File: src/icrc_pkg.sv
// ----------------------------------------------------------------------------
// icrc_pkg
// Types and constants shared by the invite code radix codec modules.
// ----------------------------------------------------------------------------
`default_nettype none

package icrc_pkg;

    // Fixed sizes of the codec
    localparam int unsigned ROLE_DIGITS    = 13;
    localparam int unsigned MAX_CODE_CHARS = 11;
    localparam int unsigned SCRAMBLE_SHIFT = 18;
    localparam int unsigned WORK_W         = 64;
    localparam int unsigned REV_W          = 47;
    localparam int unsigned CNT_W          = 4;
    localparam int unsigned DIGIT_W        = 6;
    localparam int unsigned BITS_PER_CYC   = 8;

    // Operation and result kind codes
    localparam logic OP_ENCODE   = 1'b0;
    localparam logic OP_DECODE   = 1'b1;
    localparam logic KIND_CHAR   = 1'b0;
    localparam logic KIND_ID     = 1'b1;

    typedef struct packed {
        logic        operation;
        logic [43:0] role_id;
        logic [7:0]  code_char;
        logic        last_char;
    } t_in;

    typedef struct packed {
        logic        result_kind;
        logic [6:0]  out_char;
        logic [46:0] decoded_id;
        logic        last;
    } t_out;

    // Controller to datapath commands
    typedef struct packed {
        logic load;       // item accepted this cycle
        logic b62_start;  // load reversed value, shifted, as base-62 dividend
        logic div_step;   // run one slice of the constant divider
        logic div_first;  // first slice: remainder starts at zero
        logic div62;      // divisor 62, else 10
        logic rev_acc;    // fold remainder into reversed value
        logic b62_store;  // store remainder as next base-62 digit
        logic emit;       // load next code character into the output register
        logic dec_out;    // load decoded identifier into the output register
    } t_cmd;

    // Datapath to controller status
    typedef struct packed {
        logic in_dec;     // item on the input is a decode character
        logic in_last;    // item on the input ends a code
        logic job_dec;    // current job is a decode
        logic work_zero;  // dividend register is zero
        logic dcnt_lim;   // encode reversal has seen all its digits
        logic dcnt_one;   // one code character left to emit
        logic out_free;   // output register can take an item
    } t_sts;

endpackage

`default_nettype wire

File: src/icrc_ctrl.sv
// ----------------------------------------------------------------------------
// icrc_ctrl
// Sequencer of the codec: reversal, base-62 split and result emission.
// ----------------------------------------------------------------------------
`default_nettype none

module icrc_ctrl (
    input  wire logic            i_clk,
    input  wire logic            i_rst_n,
    input  wire logic            i_in_valid,
    output logic                 o_in_stall,
    input  wire icrc_pkg::t_sts  i_sts,
    output icrc_pkg::t_cmd       o_cmd
);

    localparam logic [2:0] S_IDLE    = 3'd0;
    localparam logic [2:0] S_REV_CHK = 3'd1;
    localparam logic [2:0] S_REV_DIV = 3'd2;
    localparam logic [2:0] S_REV_ACC = 3'd3;
    localparam logic [2:0] S_B62_DIV = 3'd4;
    localparam logic [2:0] S_B62_ST  = 3'd5;
    localparam logic [2:0] S_EMIT    = 3'd6;
    localparam logic [2:0] S_DEC_OUT = 3'd7;

    localparam logic [2:0] STEP_LAST = 3'(icrc_pkg::WORK_W / icrc_pkg::BITS_PER_CYC - 1);

    logic [2:0] r_state, n_state;
    logic [2:0] r_step, n_step;

    // Take items only between jobs
    assign o_in_stall = (r_state != S_IDLE);

    // Next state and commands
    always_comb begin
        n_state = r_state;
        n_step  = r_step;
        o_cmd   = '0;
        case (r_state)
            S_IDLE: begin
                if (i_in_valid) begin
                    o_cmd.load = 1'b1;
                    if (!i_sts.in_dec || i_sts.in_last) begin
                        n_state = S_REV_CHK;
                    end
                end
            end
            S_REV_CHK: begin
                if (i_sts.work_zero || i_sts.dcnt_lim) begin
                    if (i_sts.job_dec) begin
                        n_state = S_DEC_OUT;
                    end else begin
                        o_cmd.b62_start = 1'b1;
                        n_state         = S_B62_DIV;
                    end
                end else begin
                    n_state = S_REV_DIV;
                end
                n_step = '0;
            end
            S_REV_DIV: begin
                o_cmd.div_step  = 1'b1;
                o_cmd.div_first = (r_step == '0);
                n_step          = r_step + 3'd1;
                if (r_step == STEP_LAST) begin
                    n_state = S_REV_ACC;
                end
            end
            S_REV_ACC: begin
                o_cmd.rev_acc = 1'b1;
                n_state       = S_REV_CHK;
            end
            S_B62_DIV: begin
                o_cmd.div_step  = 1'b1;
                o_cmd.div_first = (r_step == '0);
                o_cmd.div62     = 1'b1;
                n_step          = r_step + 3'd1;
                if (r_step == STEP_LAST) begin
                    n_state = S_B62_ST;
                end
            end
            S_B62_ST: begin
                o_cmd.b62_store = 1'b1;
                n_step          = '0;
                n_state         = i_sts.work_zero ? S_EMIT : S_B62_DIV;
            end
            S_EMIT: begin
                if (i_sts.out_free) begin
                    o_cmd.emit = 1'b1;
                    if (i_sts.dcnt_one) begin
                        n_state = S_IDLE;
                    end
                end
            end
            S_DEC_OUT: begin
                if (i_sts.out_free) begin
                    o_cmd.dec_out = 1'b1;
                    n_state       = S_IDLE;
                end
            end
            default: begin
                n_state = S_IDLE;
            end
        endcase
    end

    // Hold state
    always_ff @(posedge i_clk) begin
        if (!i_rst_n) begin
            r_state <= S_IDLE;
            r_step  <= '0;
        end else begin
            r_state <= n_state;
            r_step  <= n_step;
        end
    end

endmodule

`default_nettype wire

File: src/icrc_dpath.sv
// ----------------------------------------------------------------------------
// icrc_dpath
// Datapath of the codec: decode accumulator, constant divider, digit buffer
// and output register.
// ----------------------------------------------------------------------------
`default_nettype none

module icrc_dpath (
    input  wire logic            i_clk,
    input  wire logic            i_rst_n,
    input  wire icrc_pkg::t_cmd  i_cmd,
    output icrc_pkg::t_sts       o_sts,
    input  wire icrc_pkg::t_in   i_in_data,
    input  wire logic            i_out_stall,
    output logic                 o_out_valid,
    output icrc_pkg::t_out       o_out_data
);

    localparam int unsigned W  = icrc_pkg::WORK_W;
    localparam int unsigned RW = icrc_pkg::REV_W;
    localparam int unsigned CW = icrc_pkg::CNT_W;
    localparam int unsigned DW = icrc_pkg::DIGIT_W;

    function automatic logic [DW-1:0] ascii_to_digit(input logic [7:0] c);
        if (c >= 8'd48 && c <= 8'd57) begin
            return DW'(c - 8'd48);
        end else if (c >= 8'd97 && c <= 8'd122) begin
            return DW'(c - 8'd87);
        end else if (c >= 8'd65 && c <= 8'd90) begin
            return DW'(c - 8'd29);
        end
        return '0;
    endfunction

    function automatic logic [6:0] digit_to_ascii(input logic [DW-1:0] d);
        if (d < 6'd10) begin
            return 7'(d) + 7'd48;
        end else if (d < 6'd36) begin
            return 7'(d) + 7'd87;
        end
        return 7'(d) + 7'd29;
    endfunction

    logic [W-1:0]  r_acc;
    logic [CW-1:0] r_count;
    logic [W-1:0]  r_work;
    logic [DW-1:0] r_rem;
    logic [RW-1:0] r_rev;
    logic [CW-1:0] r_dcnt;
    logic          r_job_dec;
    logic [DW-1:0] r_buf [icrc_pkg::MAX_CODE_CHARS];
    logic          r_out_valid;
    icrc_pkg::t_out r_out;

    logic [W-1:0]  n_acc;
    logic [W-1:0]  n_work;
    logic [DW-1:0] n_rem;
    logic [CW-1:0] emit_idx;

    // Fold one character: acc * 62 + digit, wrapping
    assign n_acc = (r_acc << 6) - (r_acc << 1) + W'(ascii_to_digit(i_in_data.code_char));

    // One slice of restoring division by 10 or 62
    always_comb begin
        logic [DW:0]   t;
        logic [DW:0]   dv;
        logic [DW-1:0] rem;
        logic [W-1:0]  wk;
        dv  = i_cmd.div62 ? 7'd62 : 7'd10;
        rem = i_cmd.div_first ? '0 : r_rem;
        wk  = r_work;
        for (int i = 0; i < icrc_pkg::BITS_PER_CYC; i++) begin
            t = {rem, wk[W-1]};
            wk = {wk[W-2:0], 1'b0};
            if (t >= dv) begin
                rem   = DW'(t - dv);
                wk[0] = 1'b1;
            end else begin
                rem = t[DW-1:0];
            end
        end
        n_work = wk;
        n_rem  = rem;
    end

    assign emit_idx = r_dcnt - CW'(1);

    // Status to the controller
    always_comb begin
        o_sts.in_dec    = (i_in_data.operation == icrc_pkg::OP_DECODE);
        o_sts.in_last   = i_in_data.last_char;
        o_sts.job_dec   = r_job_dec;
        o_sts.work_zero = (r_work == '0);
        o_sts.dcnt_lim  = !r_job_dec && (r_dcnt == CW'(icrc_pkg::ROLE_DIGITS));
        o_sts.dcnt_one  = (r_dcnt == CW'(1));
        o_sts.out_free  = !r_out_valid || !i_out_stall;
    end

    // Decode state: accumulate, saturate count, clear on last character
    always_ff @(posedge i_clk) begin
        if (!i_rst_n) begin
            r_acc   <= '0;
            r_count <= '0;
        end else if (i_cmd.load && i_in_data.operation == icrc_pkg::OP_DECODE) begin
            if (i_in_data.last_char) begin
                r_acc   <= '0;
                r_count <= '0;
            end else begin
                r_acc <= n_acc;
                if (r_count < CW'(icrc_pkg::MAX_CODE_CHARS)) begin
                    r_count <= r_count + CW'(1);
                end
            end
        end
    end

    // Work registers: dividend, remainder, reversal, digit count
    always_ff @(posedge i_clk) begin
        if (i_cmd.load) begin
            r_rev     <= '0;
            r_dcnt    <= '0;
            r_job_dec <= (i_in_data.operation == icrc_pkg::OP_DECODE);
            if (i_in_data.operation == icrc_pkg::OP_DECODE) begin
                r_work <= n_acc >> icrc_pkg::SCRAMBLE_SHIFT;
            end else begin
                r_work <= W'(i_in_data.role_id);
            end
        end
        if (i_cmd.b62_start) begin
            r_work <= {r_rev[W-icrc_pkg::SCRAMBLE_SHIFT-1:0], {icrc_pkg::SCRAMBLE_SHIFT{1'b0}}};
            r_dcnt <= '0;
        end
        if (i_cmd.div_step) begin
            r_work <= n_work;
            r_rem  <= n_rem;
        end
        if (i_cmd.rev_acc) begin
            r_rev  <= (r_rev << 3) + (r_rev << 1) + RW'(r_rem);
            r_dcnt <= r_dcnt + CW'(1);
        end
        if (i_cmd.b62_store) begin
            r_buf[r_dcnt] <= r_rem;
            r_dcnt        <= r_dcnt + CW'(1);
        end
        if (i_cmd.emit) begin
            r_dcnt <= emit_idx;
        end
    end

    // Output register: load a result, drop it once taken
    always_ff @(posedge i_clk) begin
        if (!i_rst_n) begin
            r_out_valid <= 1'b0;
        end else if (i_cmd.emit || i_cmd.dec_out) begin
            r_out_valid <= 1'b1;
        end else if (!i_out_stall) begin
            r_out_valid <= 1'b0;
        end
    end

    always_ff @(posedge i_clk) begin
        if (i_cmd.emit) begin
            r_out.result_kind <= icrc_pkg::KIND_CHAR;
            r_out.out_char    <= digit_to_ascii(r_buf[emit_idx]);
            r_out.decoded_id  <= '0;
            r_out.last        <= (r_dcnt == CW'(1));
        end else if (i_cmd.dec_out) begin
            r_out.result_kind <= icrc_pkg::KIND_ID;
            r_out.out_char    <= '0;
            r_out.decoded_id  <= r_rev;
            r_out.last        <= 1'b1;
        end
    end

    assign o_out_valid = r_out_valid;
    assign o_out_data  = r_out;

endmodule

`default_nettype wire

File: src/invite_code_radix_codec.sv
// ----------------------------------------------------------------------------
// invite_code_radix_codec
// Base-62 invite code encoder and decoder with decimal-reversal scramble.
// ----------------------------------------------------------------------------
// One item at a time. A decode character that does not end a code is folded
// into the accumulator as it is taken. Each decimal digit of the reversal and
// each base-62 digit is split off on the shared constant divider, which splits
// 8 dividend bits a cycle over a 64-bit word; the code characters then leave
// one at a time as the output register frees. A final decode character runs
// the reversal and then loads the decoded identifier. The output register lets
// the next item in while the last result still waits.
`default_nettype none

module invite_code_radix_codec (
    input  wire logic            i_clk,
    input  wire logic            i_rst_n,
    input  wire logic            i_in_valid,
    output logic                 o_in_stall,
    input  wire icrc_pkg::t_in   i_in_data,
    output logic                 o_out_valid,
    input  wire logic            i_out_stall,
    output icrc_pkg::t_out       o_out_data
);

    icrc_pkg::t_cmd cmd;
    icrc_pkg::t_sts sts;

    icrc_ctrl u_ctrl (
        .i_clk      (i_clk),
        .i_rst_n    (i_rst_n),
        .i_in_valid (i_in_valid),
        .o_in_stall (o_in_stall),
        .i_sts      (sts),
        .o_cmd      (cmd)
    );

    icrc_dpath u_dpath (
        .i_clk       (i_clk),
        .i_rst_n     (i_rst_n),
        .i_cmd       (cmd),
        .o_sts       (sts),
        .i_in_data   (i_in_data),
        .i_out_stall (i_out_stall),
        .o_out_valid (o_out_valid),
        .o_out_data  (o_out_data)
    );

`ifndef ASSERT_OFF
    // A decoded identifier is always the final result of its run
    a_id_last: assert property (@(posedge i_clk) disable iff (!i_rst_n)
        o_out_valid && o_out_data.result_kind == icrc_pkg::KIND_ID |-> o_out_data.last)
        else $error("decoded identifier without last");

    // A code character lies between '0' and 'z' and carries no identifier
    a_char_range: assert property (@(posedge i_clk) disable iff (!i_rst_n)
        o_out_valid && o_out_data.result_kind == icrc_pkg::KIND_CHAR |->
        (o_out_data.out_char >= 7'd48) && (o_out_data.out_char <= 7'd122)
        && (o_out_data.decoded_id == '0))
        else $error("code character out of range");

    // Once an encode item is taken, the block stalls further items while it builds the result
    a_busy_stall: assert property (@(posedge i_clk) disable iff (!i_rst_n)
        i_in_valid && !o_in_stall && (i_in_data.operation == icrc_pkg::OP_ENCODE) |=>
        o_in_stall)
        else $error("item accepted during encode");
`endif

endmodule

`default_nettype wire

File: config.mk
export PLATFORM = sky130hd
export DESIGN_NAME = invite_code_radix_codec
export DESIGN_NICKNAME = d
export VERILOG_FILES = /design/src/icrc_pkg.sv /design/src/icrc_ctrl.sv /design/src/icrc_dpath.sv /design/src/invite_code_radix_codec.sv
export SDC_FILE = /design/constraint.sdc
export NUM_CORES = 1
export LEC_CHECK = 0
export BUFFER_PORTS_ARGS = -buffer_cell sky130_fd_sc_hd__buf_2
export CORE_ASPECT_RATIO = 1.75
export CORE_MARGIN = 1
export CORE_UTILIZATION = 33
export DETAILED_ROUTE_END_ITERATION = 10
export MAX_ROUTING_LAYER = met4
export PLACE_DENSITY_LB_ADDON = 0.05
export SKIP_CTS_REPAIR_TIMING = 1
export SLEW_MARGIN = 0
export SYNTH_ARGS = -nofsm -noshare
export SYNTH_HDL_FRONTEND = slang
export SYNTH_SLANG_ARGS = --single-unit
File: constraint.sdc
create_clock -name i_clk -period 30.3 [get_ports i_clk]
set_input_delay 1.515 -clock i_clk [delete_from_list [all_inputs] [get_ports i_clk]]
set_output_delay 1.515 -clock i_clk [all_outputs]
set_load 0.02 [all_outputs]
==> impl_metrics.env, run 1 <==
export IMPL_routed_via_density=5.33
export IMPL_synthTopCellsByArea="edfxtp_1 28%, ha_1 11%, dfxtp_1 11%, a21oi_1 4.3%, nand2_1 3.7%"
export IMPL_clock_sinks=314
export IMPL_synthCells=2283
export IMPL_start_util=0.333
export IMPL_htree_levels=2
export IMPL_worst_pin_slew_ns=1.03
export IMPL_fin_crit_sh=0.484
export IMPL_yosys_most_used_dff="edfxtp_1"
export IMPL_worst_path_most_repeated_cell="ha_1"
export IMPL_ys_top_cells_by_count="210 x nand2_1, 196 x edfxtp_1, 192 x ha_1"
export IMPL_chipWidth_um=194
export IMPL_placement_io_buffers=115
export IMPL_place_ws_ns=15.60
export IMPL_coreArea_um2=64000
export IMPL_cts_tree="built"
export IMPL_timing_hold_ws_ns=0.447
export IMPL_setup_viol=0
export IMPL_synth_most_common_cell="nand2_1"
export IMPL_slew_headroom=0.311
export IMPL_synth_seq_cells=314
export IMPL_yosysTopAreaCell="edfxtp_1"
export IMPL_min_period_ns=14.65
export IMPL_gp_congestion=0.832
export IMPL_grt_antenna_before_repair=1
export IMPL_routed_wl_mm=65.1
export IMPL_setup_tns_final_ns=0
export IMPL_synthSimpleGateAreaFrac=0.159
export IMPL_drc=0
export IMPL_fin_nets=2626
export IMPL_cp_data_arrival_time_ns=14.97
export IMPL_worst_path_max_delay_cell="dfxtp_1"
export IMPL_top_layer="met4"
export IMPL_drtAntennaViolNets=0
export IMPL_crit_type="reg2reg"
export IMPL_drt_iter0_drc=743
export IMPL_critPathLaunchType="register"
export IMPL_wl_per_cell_um=20.3
export IMPL_instances_no_fill=3204
export IMPL_cts_inserted_buffers=36
export IMPL_synthXorXnorAreaFrac=0.0505
export IMPL_synth_top_family_by_area="compound AO/OA/AOI/OAI gates"
export IMPL_clk_latency_ns=0.59
export IMPL_yosysWarnings=0
export IMPL_placed_cells=3137
export IMPL_vias=17066
export IMPL_synth_fp_nets=2546
export IMPL_whs_path_depth=2
export IMPL_wl_met3_mm=1.63
export IMPL_first_pass_iters=5
export IMPL_grt_pass1_wl_mm=101
export IMPL_synth_edff_count=196
export IMPL_rrSetupSlack_ns=15.65
export IMPL_grt_ovfl_total=0
export IMPL_dieHeight_um=338
export IMPL_yosysUniqueCellTypes=88
export IMPL_grt_usage=0.205
export IMPL_path_clk_slew_ns=0.07
export IMPL_clock_path_buffers=3
export IMPL_setup_ws_ns=15.65
export IMPL_drive_gt1_frac=0.0974
export IMPL_dp_hpwl_mm=49.2
export IMPL_maxCapViolCount=0
export IMPL_synth_seq_area_share=0.387
export IMPL_drv_slew=0
export IMPL_ios=116
export IMPL_hold_viol=0
export IMPL_met2WireLength_mm=35.6
export IMPL_max_stage_delay_ns=0.87
export IMPL_synth_async_reset_ratio=0
export IMPL_syn_avg_cell_area_um2=9.34
export IMPL_synth_top_area_frac=0.276
export IMPL_cp_end_kind="register"
export IMPL_required_ns=30.62
export IMPL_grt_max_degree=84
export IMPL_syn_area_um2=21300
export IMPL_dieArea_um2=65700
export IMPL_synth_fa_ha_area_frac=0.125
export IMPL_fp_row_count=123
export IMPL_worst_clock_skew_ns=0.0349
export IMPL_m1WireLength_mm=26.1
export IMPL_hp_class="reg2reg"
export IMPL_rsz0062_at_grt="no"
export IMPL_cts_root_buf="clkbuf_16"
export IMPL_status="finished, final reports clean"
export IMPL_area_delta_synth_final_pct=12.0
export IMPL_muxShareOfSynthArea=0.0418
export IMPL_grt_pass1_vias=17530
export IMPL_synth_compound_area_frac=0.197
export IMPL_clock_fmax_mhz=68.3
export IMPL_critPathMaxFanout=29
export IMPL_rr_worst_depth=63
==> sequential cells by signal, summed over array words and instances (netlist names), 4 cells and up <==
signal / count
u_dpath.r_work: 64
u_dpath.r_dcnt: 4
u_dpath.r_buf: 66
u_dpath.r_acc: 63
u_dpath.r_rem: 6
u_dpath.o_out_data: 56
u_dpath.r_rev: 47
==> critical path, delay by kind of cell, from the launching register on <==
| family | cells | cell delay (ns) |
|---|---|---|
| DFF | 1 | 0.87 |
| buffers and inverters | 6 | 0.86 |
| xor gates and xnor gates | 5 | 1.40 |
| AOI/OAI and AO/OA | 15 | 3.24 |
| adders and majority gates | 8 | 2.72 |
| and+or+nand+nor | 25 | 3.99 |
| muxes | 4 | 1.25 |
==> stage by stage <==
stage	cell area [um2]	utilization
CTS	23900	0.373
global placement	22700	0.355
global route	23900	0.373
detailed placement	22700	0.355
floorplan	21300	-
finish	23900	0.373
==> layout make-up <==
type	instances	area (um2)
fillers	6517	40100
multi-input cells	1746	12200
flip-flops and latches	314	8250
well taps	812	1020
clock buffers	52	991
repair buffers	132	703
inverters	133	499
clock inverters	14	184
diodes	1	2.50
==> layer usage <==
layer,up-vias,global-route usage
li1,8494,-
met1,8235,0.221
met2,250,0.388
met5,-,-
met3,87,0.0228
met4,0,0.0615
==> cell families (layout without fill, tap and decap cells) <==
kind of cell / Yosys count / in the layout
AOI/OAI and AO/OA: 656 / 656
muxes: 73 / 73
and+or+nand+nor: 690 / 690
buffers and inverters: 223 / 331
adders and majority gates: 205 / 205
DFF: 314 / 314
xor gates and xnor gates: 122 / 122
other: 0 / 1
==> worst paths after layout <==
kind / end / startpoint
setup / recovery: u_dpath.r_work[0] / u_ctrl.r_state[2]
hold / removal: u_dpath.o_out_data[38] / u_dpath.o_out_data[38]
setup reg to reg: u_dpath.r_work[0] / u_ctrl.r_state[2]
hold reg to reg: u_dpath.o_out_data[38] / u_dpath.o_out_data[38]
==> layout by cell type, fill, tap and decap left out, types with 17 or more instances in the layout <==
master,n
edfxtp_1,196
a22o_1,19
nand3_1,33
inv_1,131
o21ai_0,157
buf_2,115
nor2_1,164
a21oi_1,183
a21o_1,57
nor2b_1,78
clkbuf_16,36
buf_4,17
xnor2_1,83
dfxtp_1,117
a22oi_1,49
ha_1,192
mux2i_1,55
nor4_1,24
o21a_1,42
xor2_1,38
nand2_1,207
nand2b_1,25
and3_1,20
and2_1,29
a211oi_1,17
nor3_1,35
Power of run 1 is left out: the tool's default activity adds up to more than one toggle a clock period on the data nets, which glitch-free logic cannot reach.
==> run 2: changes to the inputs <==
==> constraint.sdc (replaced) <==
create_clock -name i_clk -period 11.8 [get_ports i_clk]
set_input_delay 0.59 -clock i_clk [delete_from_list [all_inputs] [get_ports i_clk]]
set_output_delay 0.59 -clock i_clk [all_outputs]
set_load 0.02 [all_outputs]
==> impl_metrics.env, run 2 (synthesized netlist as in run 1, its figures left out) <==
export IMPL_ios=116
export IMPL_hp_class="in2reg"
export IMPL_drt_iter0_drc=860
export IMPL_whs_path_depth=2
export IMPL_largest_reg_flops=66
export IMPL_grt_max_degree=97
export IMPL_dieArea_um2=65700
export IMPL_fp_row_count=123
export IMPL_fin_nets=2749
export IMPL_routed_wl_mm=66.7
export IMPL_min_period_ns=11.79
export IMPL_routed_via_density=5.27
export IMPL_worst_clock_skew_ns=0.0393
export IMPL_placement_io_buffers=115
export IMPL_path_clk_slew_ns=0.06
export IMPL_drtAntennaViolNets=0
export IMPL_maxCapViolCount=0
export IMPL_critPathLaunchType="register"
export IMPL_required_ns=12.10
export IMPL_hold_viol=0
export IMPL_area_delta_synth_final_pct=18.4
export IMPL_gp_congestion=0.857
export IMPL_dp_hpwl_mm=51.2
export IMPL_dieHeight_um=338
export IMPL_fin_crit_sh=1.00
export IMPL_cts_inserted_buffers=36
export IMPL_drv_slew=0
export IMPL_layout_common_cells="206 x nand2_1, 196 x edfxtp_1, 183 x ha_1, 176 x a21oi_1, 160 x nor2_1"
export IMPL_cp_end_kind="register"
export IMPL_r2r_end="u_dpath.r_work[0]"
export IMPL_layout_commonest_cell="nand2_1"
export IMPL_crit_type="reg2reg"
export IMPL_grt_usage=0.207
export IMPL_rsz0062_at_grt="yes"
export IMPL_grt_ovfl_total=0
export IMPL_setup_viol=0
export IMPL_reg_top3="u_dpath.r_buf (66), u_dpath.r_work (64), u_dpath.r_acc (63)"
export IMPL_max_stage_delay_ns=0.39
export IMPL_wl_per_cell_um=20.1
export IMPL_fin_util=0.395
export IMPL_clock_sinks=314
export IMPL_vias=17525
export IMPL_slew_headroom=0.320
export IMPL_worst_pin_slew_ns=1.01
export IMPL_grt_pass1_vias=17778
export IMPL_rrSetupSlack_ns=0.006
export IMPL_rr_worst_depth=65
export IMPL_start_util=0.333
export IMPL_clk_latency_ns=0.58
export IMPL_worstHoldStart="i_rst_n"
export IMPL_status="finished, final reports clean"
export IMPL_chipWidth_um=194
export IMPL_clock_fmax_mhz=84.8
export IMPL_grt_pass1_wl_mm=103
export IMPL_whs_endpoint="u_dpath.r_acc[0]"
export IMPL_cp_data_arrival_time_ns=12.09
export IMPL_reg2reg_from="u_ctrl.r_step[1]"
export IMPL_drive_gt1_frac=0.169
export IMPL_worst_path_max_delay_cell="fa_2"
export IMPL_coreArea_um2=64000
export IMPL_clock_path_buffers=3
export IMPL_cts_tree="built"
export IMPL_grt_antenna_before_repair=1
export IMPL_drc=0
export IMPL_top_register="u_dpath.r_buf"
export IMPL_htree_levels=2
export IMPL_cts_root_buf="clkbuf_16"
export IMPL_first_pass_iters=7
export IMPL_critPathMaxFanout=7
[run 2: changes by cell type in the layout (fill, tap and decap cells not counted), sizes merged]
cell      previous run  this run
clkinvlp             1         2
buf                132       255
inv                137       133
clkbuf              52        46
clkinv               6        13
bufinv               3         4
[run 2: critical path: cells and delay by family, from the launching register on]
family | cells | cell delay (ns)
AO/OA/AOI/OAI | 20 | 3.23
flip-flops | 1 | 0.32
multiplexers | 2 | 0.48
adder cells (fa/ha/maj) | 9 | 2.48
XOR/XNOR | 4 | 0.62
AND/OR/NAND/NOR | 23 | 3.58
buffers and inverters | 7 | 0.85
[run 2: worst max-delay path by stage]
stage,start,to
floorplan,u_ctrl.r_state[2],u_dpath.r_work[0]
global placement,u_ctrl.r_step[0],u_dpath.r_work[0]
detailed placement,u_ctrl.r_step[0],u_dpath.r_work[0]
CTS,u_ctrl.r_step[0],u_dpath.r_work[0]
global route,u_ctrl.r_step[1],u_dpath.r_work[0]
finish,u_ctrl.r_step[1],u_dpath.r_work[0]
[run 2: through the flow]
step | TNS [ns] | area [um2] | cells | setup slack [ns] | hold WS (ns)
after CTS | -3.24 | 24700 | 3300 | -0.617 | 0.378
final | 0 | 25300 | 3326 | 0.00558 | 0.394
after floorplan | 0 | 21400 | 2283 | 0.00815 | 0.452
after global routing | -3.63 | 25300 | 3326 | -0.674 | 0.404
after detailed placement | -2.74 | 23500 | 3235 | -0.540 | 0.437
after global placement | -0.730 | 23500 | 3235 | -0.210 | 0.429
[run 2: area by class of cell]
type	count	area, um2
antenna	1	2.50
clock buffer	46	958
clock inverter	19	223
fill	6470	38800
inverter	133	499
multi-input combinational	1746	12700
sequential	314	8250
tap	812	1020
timing repair buffer	255	1650
[run 2: metal layers]
metal | routed length, um | GRT usage
met4 | 1690 | 0.0612
met5 | 0 | -
met1 | 26100 | 0.217
met3 | 1850 | 0.0228
met2 | 37100 | 0.399
Power of run 2 is left out for the same reason.
==> run 3: changes to the inputs <==
--- a/config.mk
+++ b/config.mk
@@ -8,7 +8,8 @@
 export BUFFER_PORTS_ARGS = -buffer_cell sky130_fd_sc_hd__buf_2
 export CORE_ASPECT_RATIO = 1.75
 export CORE_MARGIN = 1
-export CORE_UTILIZATION = 33
+export CORE_UTILIZATION = 40
+export CTS_CLUSTER_SIZE = 20
 export DETAILED_ROUTE_END_ITERATION = 10
 export MAX_ROUTING_LAYER = met4
 export PLACE_DENSITY_LB_ADDON = 0.05
==> impl_metrics.env, run 3 (synthesized netlist as in run 1, its figures left out) <==
export IMPL_status="finished, final reports clean"
export IMPL_area_delta_synth_final_pct=16.9
export IMPL_setup_viol=0
export IMPL_routed_wl_mm=62.4
export IMPL_setup_tns_final_ns=0
export IMPL_cp_data_arrival_time_ns=12.07
export IMPL_top_register="u_dpath.r_buf"
export IMPL_rrSetupSlack_ns=0.02
export IMPL_cts_inserted_buffers=34
export IMPL_antenna_cells=0
export IMPL_routed_via_density=5.50
export IMPL_critPathMaxFanout=6
export IMPL_grt_pass1_wl_mm=95.3
export IMPL_worst_path_most_repeated_cell="nand2_1"
export IMPL_reg_top3="u_dpath.r_buf (66), u_dpath.r_work (64), u_dpath.r_acc (63)"
export IMPL_vias=17458
export IMPL_grt_ovfl_total=0
export IMPL_drc=0
export IMPL_reg2reg_from="u_ctrl.r_step[1]"
export IMPL_cts_root_buf="clkbuf_16"
export IMPL_clock_sinks=314
export IMPL_drtAntennaViolNets=0
export IMPL_fin_crit_sh=0.998
export IMPL_drt_iter0_drc=811
export IMPL_gp_congestion=0.915
export IMPL_largest_reg_flops=66
export IMPL_clock_fmax_mhz=84.9
export IMPL_max_stage_delay_ns=0.40
export IMPL_fin_util=0.475
export IMPL_layout_commonest_cell="nand2_1"
export IMPL_grt_pass1_vias=17451
export IMPL_grt_max_degree=100
export IMPL_clk_latency_ns=0.55
export IMPL_critPathLaunchType="register"
export IMPL_grt_antenna_before_repair=0
export IMPL_hp_class="reg2reg"
export IMPL_fin_nets=2736
export IMPL_grt_usage=0.233
export IMPL_cp_startpoint="u_ctrl.r_step[1]"
export IMPL_r2r_end="u_dpath.r_work[0]"
export IMPL_dieArea_um2=54300
export IMPL_drive_gt1_frac=0.165
export IMPL_min_period_ns=11.78
export IMPL_path_clk_slew_ns=0.06
export IMPL_coreArea_um2=52500
export IMPL_htree_levels=2
export IMPL_placement_io_buffers=115
export IMPL_chipWidth_um=177
export IMPL_start_util=0.406
export IMPL_clock_path_buffers=3
export IMPL_dp_hpwl_mm=47.2
export IMPL_layout_common_cells="204 x nand2_1, 196 x edfxtp_1, 180 x ha_1, 179 x a21oi_1, 161 x nor2_1"
export IMPL_cts_tree="built"
export IMPL_first_pass_iters=5
export IMPL_required_ns=12.09
export IMPL_fp_row_count=111
export IMPL_worst_path_max_delay_cell="fa_2"
export IMPL_wl_per_cell_um=19.7
export IMPL_slew_headroom=0.361
export IMPL_cp_end_kind="register"
export IMPL_drv_slew=0
export IMPL_rr_worst_depth=66
export IMPL_rsz0062_at_grt="yes"
export IMPL_dieHeight_um=307
export IMPL_maxCapViolCount=0
export IMPL_worst_clock_skew_ns=0.0307
export IMPL_crit_path_end="u_dpath.r_work[0]"
export IMPL_crit_type="reg2reg"
export IMPL_worst_pin_slew_ns=0.952
export IMPL_ios=116
export IMPL_hold_viol=0
==> run 3: changes by cell type in the layout (fill, tap and decap cells not counted), sizes merged, moves of 2 or more <==
cell | previous run | this run
buf | 255 | 244
clkinv | 13 | 9
bufinv | 4 | 1
clkbuf | 46 | 48
inv | 133 | 135
==> run 3: layout make-up <==
| type | instances | area, um2 |
|---|---|---|
| Timing Repair Buffer | 244 | 1550 |
| Clock inverter | 13 | 138 |
| Sequential cell | 314 | 8250 |
| Inverter | 133 | 499 |
| Fill cell | 5112 | 27600 |
| Clock buffer | 48 | 953 |
| Multi-Input combinational cell | 1746 | 12700 |
| Tap cell | 678 | 848 |
==> run 3: metrics by stage <==
step                      area [um2]  worst slack, ns  std cells  hold slack (ns)
after floorplan                21400          0.00815       2283            0.452
after global placement         23300           -0.193       3094            0.432
after detailed placement       23300           -0.563       3094            0.436
after CTS                      24400           -0.633       3155            0.447
after global routing           24900           -0.608       3176            0.472
final                          24900           0.0215       3176            0.446
==> run 3: layer usage <==
layer | vias up | wire (um) | global-route usage
li1 | 8687 | - | -
met3 | 101 | 1500 | 0.0180
met1 | 8397 | 24500 | 0.246
met2 | 273 | 34400 | 0.444
met5 | - | 0 | -
met4 | 0 | 2060 | 0.0820
==> run 3: worst min-delay path by stage <==
stage	startpoint	endpoint	slack [ns]	depth (start not counted)
CTS	i_in_data[26]	u_dpath.r_work[17]	0.45	3
detailed placement	u_dpath.o_out_data[28]	u_dpath.o_out_data[28]	0.44	2
finish	u_dpath.o_out_data[5]	u_dpath.o_out_data[5]	0.45	2
global placement	u_dpath.o_out_data[31]	u_dpath.o_out_data[31]	0.43	2
global route	i_in_data[16]	u_dpath.r_work[7]	0.47	3
floorplan	u_dpath.r_work[56]	u_dpath.r_rem[0]	0.45	0
==> run 3: critical path, delay by kind of cell (launching register included) <==
kind / cells / cell delay, ns
AO/OA/AOI/OAI: 17 / 3.11
XOR/XNOR: 5 / 0.82
adder cells (fa/ha/maj): 9 / 2.51
buffers and inverters: 6 / 0.60
flip-flops: 1 / 0.32
multiplexers: 2 / 0.35
AND/OR/NAND/NOR: 27 / 3.81
Power of run 3 is left out for the same reason.
